--- src/sv/rth_pkg.sv ---
// Shared types and constants for the RGB to HSV/HSL converter.
package rth_pkg;

  localparam int unsigned QUO_W = 13;
  localparam int unsigned REM_W = 21;
  localparam int unsigned DIV_W = 9;
  localparam int unsigned HUE_W = 15;

  localparam logic [HUE_W-1:0] HUE_FULL = 15'd23040;
  localparam logic [HUE_W-1:0] HUE_GREEN = 15'd7680;
  localparam logic [HUE_W-1:0] HUE_BLUE = 15'd15360;
  localparam logic [REM_W-1:0] HUE_TWO_SIXTHS = 21'd7680;

  localparam logic MODE_HSV = 1'b0;
  localparam logic MODE_HSL = 1'b1;

  typedef struct packed {
    logic [7:0] red;
    logic [7:0] green;
    logic [7:0] blue;
  } pixel_t;

  typedef struct packed {
    logic [14:0] hue;
    logic [12:0] saturation;
    logic [7:0]  value_level;
    logic [8:0]  lightness_sum;
  } result_t;

  typedef struct packed {
    logic [HUE_W-1:0] base;
    logic             neg;
    logic             hue_zero;
    logic             sat_zero;
    logic [7:0]       value_level;
    logic [8:0]       lightness_sum;
  } side_t;

  typedef struct packed {
    logic [REM_W-1:0] rem_h;
    logic [DIV_W-1:0] div_h;
    logic [QUO_W-1:0] quo_h;
    logic [REM_W-1:0] rem_s;
    logic [DIV_W-1:0] div_s;
    logic [QUO_W-1:0] quo_s;
    side_t            side;
  } work_t;

endpackage

--- src/sv/rth_prep.sv ---
// Front end: channel extremes, hue sector and divider operands for one pixel.
module rth_prep (
  input  rth_pkg::pixel_t pix,
  input  logic            sat_mode,
  output rth_pkg::work_t  work
);
  import rth_pkg::*;

  logic [7:0] mx;
  logic [7:0] mn;
  logic [7:0] chroma;
  logic [8:0] sum;
  logic [7:0] diff;
  logic [7:0] den;

  always_comb begin
    mx = pix.red;
    mn = pix.red;
    if (pix.green > mx) mx = pix.green;
    if (pix.blue > mx) mx = pix.blue;
    if (pix.green < mn) mn = pix.green;
    if (pix.blue < mn) mn = pix.blue;
    chroma = mx - mn;
    sum = {1'b0, mx} + {1'b0, mn};

    work.side.neg = 1'b0;
    if (mx == pix.red) begin
      if (pix.green >= pix.blue) begin
        diff = pix.green - pix.blue;
        work.side.base = '0;
      end else begin
        diff = pix.blue - pix.green;
        work.side.base = HUE_FULL;
        work.side.neg = 1'b1;
      end
    end else if (mx == pix.green) begin
      work.side.base = HUE_GREEN;
      if (pix.blue >= pix.red) begin
        diff = pix.blue - pix.red;
      end else begin
        diff = pix.red - pix.blue;
        work.side.neg = 1'b1;
      end
    end else begin
      work.side.base = HUE_BLUE;
      if (pix.red >= pix.green) begin
        diff = pix.red - pix.green;
      end else begin
        diff = pix.green - pix.red;
        work.side.neg = 1'b1;
      end
    end

    if (sat_mode == MODE_HSL) begin
      den = (sum <= 9'd255) ? sum[7:0] : 8'(9'd510 - sum);
    end else begin
      den = mx;
    end

    work.rem_h = REM_W'(diff) * HUE_TWO_SIXTHS + REM_W'(chroma);
    work.div_h = {chroma, 1'b0};
    work.quo_h = '0;
    work.rem_s = {chroma, 13'd0} + REM_W'(den);
    work.div_s = {den, 1'b0};
    work.quo_s = '0;
    work.side.hue_zero = (chroma == 8'd0);
    work.side.sat_zero = (den == 8'd0);
    work.side.value_level = mx;
    work.side.lightness_sum = sum;
  end

endmodule

--- src/sv/rth_cell.sv ---
// One divider cell: a registered restoring step that settles one quotient bit of both divisions.
module rth_cell #(
  parameter int unsigned SHIFT = 0
) (
  input  logic           clk,
  input  logic           rst,
  input  logic           valid_in,
  input  rth_pkg::work_t work_in,
  output logic           ready_in,
  output logic           valid,
  output rth_pkg::work_t work,
  input  logic           ready_out
);
  import rth_pkg::*;

  localparam int unsigned WIDE_W = REM_W + DIV_W;

  logic [WIDE_W-1:0] step_h;
  logic [WIDE_W-1:0] step_s;
  work_t             work_next;

  always_comb begin
    step_h = WIDE_W'(work_in.div_h) << SHIFT;
    step_s = WIDE_W'(work_in.div_s) << SHIFT;
    work_next = work_in;
    if (WIDE_W'(work_in.rem_h) >= step_h) begin
      work_next.rem_h = work_in.rem_h - step_h[REM_W-1:0];
      work_next.quo_h[SHIFT] = 1'b1;
    end
    if (WIDE_W'(work_in.rem_s) >= step_s) begin
      work_next.rem_s = work_in.rem_s - step_s[REM_W-1:0];
      work_next.quo_s[SHIFT] = 1'b1;
    end
  end

  assign ready_in = !valid || ready_out;

  always_ff @(posedge clk) begin
    if (rst) begin
      valid <= 1'b0;
    end else if (ready_in) begin
      valid <= valid_in;
    end
  end

  always_ff @(posedge clk) begin
    if (ready_in && valid_in) begin
      work <= work_next;
    end
  end

endmodule

--- src/sv/rgb_to_hsv_hsl.sv ---
// RGB to HSV/HSL converter: input register, a chain of 13 divider cells and an output register.
// An accepted request passes through the input register, one cell per quotient bit and the output register.
// Throughput is one pixel per cycle while the output is not stalled; gaps in the chain close up while it is stalled.
// in_stall follows the chain's ready path from out_stall combinationally.
// Synchronous reset empties every stage and sets the saturation rule to HSV.
module rgb_to_hsv_hsl (
  input  logic             clk,
  input  logic             rst,
  input  logic             in_valid,
  output logic             in_stall,
  input  rth_pkg::pixel_t  in_data,
  output logic             out_valid,
  input  logic             out_stall,
  output rth_pkg::result_t out_data,
  input  logic             cfg_write,
  input  logic             cfg_data
);
  import rth_pkg::*;

  logic                sat_mode;
  work_t               prep_work;
  logic                head_valid;
  work_t               head;
  logic                head_ready;
  logic [QUO_W:0]      chain_valid;
  work_t               chain_work [QUO_W+1];
  logic [QUO_W:0]      chain_ready;
  logic                out_ready;
  result_t             result_next;
  logic [HUE_W-1:0]    quo_hue;

  always_ff @(posedge clk) begin
    if (rst) begin
      sat_mode <= MODE_HSV;
    end else if (cfg_write) begin
      sat_mode <= cfg_data;
    end
  end

  rth_prep u_prep (
    .pix      (in_data),
    .sat_mode (sat_mode),
    .work     (prep_work)
  );

  assign head_ready = !head_valid || chain_ready[0];
  assign in_stall = !head_ready;

  always_ff @(posedge clk) begin
    if (rst) begin
      head_valid <= 1'b0;
    end else if (head_ready) begin
      head_valid <= in_valid;
    end
  end

  always_ff @(posedge clk) begin
    if (head_ready && in_valid) begin
      head <= prep_work;
    end
  end

  assign chain_valid[0] = head_valid;
  assign chain_work[0] = head;
  assign chain_ready[QUO_W] = out_ready;

  for (genvar k = 0; k < QUO_W; k++) begin : g_cell
    rth_cell #(
      .SHIFT (QUO_W - 1 - k)
    ) u_cell (
      .clk       (clk),
      .rst       (rst),
      .valid_in  (chain_valid[k]),
      .work_in   (chain_work[k]),
      .ready_in  (chain_ready[k]),
      .valid     (chain_valid[k+1]),
      .work      (chain_work[k+1]),
      .ready_out (chain_ready[k+1])
    );
  end

  always_comb begin
    quo_hue = HUE_W'(chain_work[QUO_W].quo_h);
    if (chain_work[QUO_W].side.hue_zero) begin
      result_next.hue = '0;
    end else if (chain_work[QUO_W].side.neg) begin
      result_next.hue = chain_work[QUO_W].side.base - quo_hue;
    end else begin
      result_next.hue = chain_work[QUO_W].side.base + quo_hue;
    end
    result_next.saturation = chain_work[QUO_W].side.sat_zero ? '0 : chain_work[QUO_W].quo_s;
    result_next.value_level = chain_work[QUO_W].side.value_level;
    result_next.lightness_sum = chain_work[QUO_W].side.lightness_sum;
  end

  assign out_ready = !out_valid || !out_stall;

  always_ff @(posedge clk) begin
    if (rst) begin
      out_valid <= 1'b0;
    end else if (out_ready) begin
      out_valid <= chain_valid[QUO_W];
    end
  end

  always_ff @(posedge clk) begin
    if (out_ready && chain_valid[QUO_W]) begin
      out_data <= result_next;
    end
  end

endmodule

--- config.mk ---
export PLATFORM = sky130hd
export DESIGN_NAME = rgb_to_hsv_hsl
export DESIGN_NICKNAME = d
export VERILOG_FILES = /design/src/sv/rth_pkg.sv /design/src/sv/rth_prep.sv /design/src/sv/rth_cell.sv /design/src/sv/rgb_to_hsv_hsl.sv
export SDC_FILE = /design/constraint.sdc
export NUM_CORES = 2
export LEC_CHECK = 0
export CELL_PAD_IN_SITES_DETAIL_PLACEMENT = 0
export CELL_PAD_IN_SITES_GLOBAL_PLACEMENT = 1
export CORE_MARGIN = 10
export CORE_UTILIZATION = 30
export CTS_CLUSTER_DIAMETER = 150
export DETAILED_ROUTE_END_ITERATION = 10
export DONT_BUFFER_PORTS = 1
export PLACE_DENSITY = 0.58
export REMOVE_ABC_BUFFERS = 1
export SKIP_LAST_GASP = 1
export SLEW_MARGIN = 20
export SYNTH_ARGS = -nofsm -noshare
export SYNTH_HDL_FRONTEND = slang
export SYNTH_SLANG_ARGS = --single-unit
export TNS_END_PERCENT = 50
--- constraint.sdc ---
create_clock -name clk -period 10.5 [get_ports clk]
set_clock_uncertainty 0.15 [all_clocks]
set_input_delay 3.15 -clock clk [delete_from_list [all_inputs] [get_ports clk]]
set_output_delay 3.15 -clock clk [all_outputs]
set_load 0.01 [all_outputs]
==> metrics.log <==
[metrics] net total in the final layout: 4534
[metrics] share of layout cells above drive strength 1: 0.0672
[metrics] number of cells on the worst hold path: 0
[metrics] Global Route Usage Sum: 0.101
[metrics] effective utilization at floorplan: 0.302
[metrics] origin of the worst min-delay path: g_cell[6].u_cell.work[88]$_DFFE_PP_
[metrics] Clock Latency Late Sink: 0.74 ns
[metrics] antenna violations before repair: 0
[metrics] summed area of non-filler cells in the final layout: 60300 um2
[metrics] antenna diode instance count: 0
[metrics] arrival time of the worst setup path: 10.00 ns
[metrics] vias in the first global route: a little over 30k
[metrics] final-report setup violation count: 0
[metrics] kind of critical path: in2reg
[metrics] worst min-delay path category: reg2reg
[metrics] cell area after synthesis: 53300 um2
[metrics] Cell Pwr Density: about 190 nW/um2
[metrics] average instance area after synthesis: 13.2 um2
[metrics] element type at the critical path start: primary input
[metrics] top cells by area in the synthesized netlist: edfxtp_1 63%, ha_1 7.2%, xnor2_1 3.2%
[metrics] flop2flop setup slack: 6.40 ns
[metrics] total overflow reported by the global router: 0
[metrics] number of detailed-routing iterations run before antenna repair: 5
[metrics] normalized max-slew margin: 0.396
[metrics] multi-input logic area: 17900 um2
[metrics] count of input and output buffers: 0
[metrics] Critical R2R Launch: g_cell[6].u_cell.work[101]$_DFFE_PP_
[metrics] root buffer selected by CTS: clkbuf_16
[metrics] cell seen most often among critical-path stages: a21oi_1
[metrics] Final ANT Viol Nets: 0
[metrics] sequential fraction of the synthesis area: 0.635
[metrics] count of unresolved DRC violations after routing: 0
[metrics] hold-fix buffers at CTS: 0
[metrics] fin crit period: 9.67 ns
[metrics] number of cells on the worst reg-to-reg path: 11
[metrics] crit share post-route: 0.921
[metrics] peak ir drop on the vdd network: roughly 0.16 mV
[metrics] Top FF cell, synth: edfxtp_1
[metrics] global-route wire length before repair: 164000 um
[metrics] setup repair after global routing missed its margin: no
[metrics] count of filler cells inserted in the layout: 17.3k
[metrics] area share of the largest cell type after synthesis: 0.629
[metrics] flop and latch count out of synthesis: about 1.1k
[metrics] Site Rows: 154
[metrics] area growth from synthesis to final layout: 13.0%
[metrics] Max Fanout on Critical Path: 8
[metrics] total die area: ~200000 um2
[metrics] outcome: completed
[metrics] number of buffers added by the clock tree synthesis step: 119
[metrics] DRC marker count from the first detailed-route iteration: between 1.5k and 2k
[metrics] Achievable Freq: 103 MHz
[metrics] Maximum Capacitance Violations: 0
[metrics] CTS tree: built
[metrics] number of enable flip-flop cells after synthesis: 1118
[metrics] die width: about 440 um
[metrics] post-CTS repair timing setup buffer count: 0
[metrics] post-detailed-placement cell area: 56500 um2
[metrics] measured slew at the worst slew-check pin: 0.906 ns
[metrics] deepest clock path buffer count: 3
[metrics] capture endpoint of the worst hold path: g_cell[7].u_cell.work[88]$_DFFE_PP_
[metrics] average wire per cell in the routed design: 15.2 um
[metrics] floorplan core area: 176000 um2
[metrics] Final Core Density: 0.341
[metrics] worst path required time: roughly 11 ns
[metrics] most frequent standard cell in the layout excluding fill and tap cells: edfxtp_1
[metrics] share of flip-flops with an asynchronous set or reset: 0
[metrics] wirelength, routed: 100000 um
[metrics] count of pins over their slew limit: 0
[metrics] Top Ports: 77
[metrics] number of distinct library cells after synthesis: 87
[metrics] terminus of the critical flop-to-flop path: g_cell[7].u_cell.work[113]$_DFFE_PP_
[metrics] number of clock sinks: 1134
[metrics] number of endpoints with negative hold slack in the final report: 0
[metrics] number of vias after detailed routing: 29.5k
[metrics] final weighted congestion in routability-driven placement: approximately 0.82
[metrics] number of H-tree levels: 3
[metrics] worst stage delay on the critical path: 0.49 ns
[metrics] post-detail-place hpwl: 75700 um
[metrics] Synthesis Warnings: 0
[metrics] leading cell types in the layout, fill and taps excluded: 1118 x edfxtp_1, 384 x inv_1, 305 x ha_1, 284 x nor2_1, 251 x nand2_1
[metrics] clock-pin slew on the worst setup and hold paths: 0.06 ns
[metrics] maximum number of pins on one net before global-route repair: 69
[metrics] PostCTS Resize Cnt: 0
[metrics] post-synthesis cell count: ~4k
[metrics] routed vias/inst: 4.48
[metrics] slowest stage cell, crit path: fa_1
[metrics] largest area contributor in the synthesized netlist: edfxtp_1
[metrics] static leakage: 21.4 nW
[metrics] storage element area: 33900 um2
[metrics] critical path endpoint category: flop
[metrics] height of the die: roughly 440 um
how the worst max path moves through the flow:
stage,endpoint,cells past startpoint,from,slack (ns)
finish,chain_work[1693]$_DFFE_PP_,29,in_data[13],0.83
global route,chain_work[1693]$_DFFE_PP_,29,in_data[13],0.31
CTS,chain_work[1693]$_DFFE_PP_,29,in_data[13],0.93
detailed placement,chain_work[1693]$_DFFE_PP_,29,in_data[13],0.10
global placement,chain_work[1693]$_DFFE_PP_,29,in_data[13],0.14
floorplan,g_cell[10].u_cell.work[0]$_DFFE_PP_,3,out_stall,-0.79
sequential cells by signal, summed over array words and instances (netlist names):
signal	cells
g_cell.u_cell.work	1021
chain_work	52
out_data	45
g_cell.u_cell.valid	13
head_valid	1
out_valid	1
sat_mode	1
metal layers:
| layer | part of all wire | GRT usage | vias up |
|---|---|---|---|
| met3 | 0.033 | 0.0160 | 146 |
| met2 | 0.51 | 0.185 | 346 |
| met4 | 0.022 | 0.0317 | 0 |
| li1 | - | - | 15000 |
| met5 | 0 | 0 | - |
| met1 | 0.43 | 0.121 | 14000 |
cells in the mapped netlist (9+ instances only):
cell and count:
edfxtp_1 1118, inv_1 384, ha_1 305, nor2_1 284, nand2_1 251, a21oi_1 224
o21ai_0 195, xnor2_1 192, xor2_1 110, nor2b_1 82, a21o_1 79, nor3_1 61
nand2b_1 58, nor4_1 56, a21boi_0 46, nand3_1 45, nand4_1 45, fa_1 41
clkbuf_1 40, mux2i_1 40, mux2_2 34, o31ai_1 29, a31oi_1 22, o21a_1 20
or3_1 19, and2_1 17, o21bai_1 17, dfxtp_1 16, or4_1 14, nand3b_1 13
and3_1 12, and4_1 12, o211ai_1 12, nor4b_1 11, a2111oi_0 10, nor3b_1 10
a211oi_1 9
final cells by class:
| cell class | instances | share of cell area |
|---|---|---|
| flip-flops and latches | 1134 | 0.562 |
| multi-input cells | 2474 | 0.297 |
| clock buffers | 158 | 0.0527 |
| well taps | 2340 | 0.0486 |
| inverters | 386 | 0.0240 |
| clock inverters | 59 | 0.00974 |
| repair buffers | 43 | 0.00536 |
cells by family after synthesis:
kind of cell	share of synthesized area
XOR/XNOR	0.0496
buffers and inverters	0.0316
flip-flops	0.635
AO/OA/AOI/OAI	0.0856
AND/OR/NAND/NOR	0.0947
adder cells (fa/ha/maj)	0.0871
multiplexers	0.0162
per-stage QoR:
| stage | setup WS [ns] | power [mW] | hold WS (ns) | setup TNS [ns] | cells |
|---|---|---|---|---|---|
| floorplan | -0.786 | 6.90 | 0.250 | -90.53 | 3994 |
| global placement | 0.142 | 7.38 | 0.251 | 0 | 6377 |
| detailed placement | 0.104 | 7.39 | 0.255 | 0 | 6377 |
| CTS | 0.930 | 11.4 | 0.243 | 0 | 6594 |
| global route | 0.313 | 11.9 | 0.246 | 0 | 6594 |
| finish | 0.829 | 11.3 | 0.247 | 0 | 6594 |
power by group:
group / total (mW) / switching [mW] / internal [mW]
combinational: 1.97 / 1.10 / 0.867
sequential: 5.31 / 0.101 / 5.21
clock: 3.98 / 1.70 / 2.28
total: 11.3 / 2.90 / 8.35
worst max-delay path: cells and delay by family:
kind	cells	cell delay (ns)
simple gates	5	0.97
mux	2	0.67
fa+ha+maj	5	1.97
compound gates	15	3.07
buf+inv	1	0.05
xor+xnor	1	0.08
(Power assumes the default switching activity.)
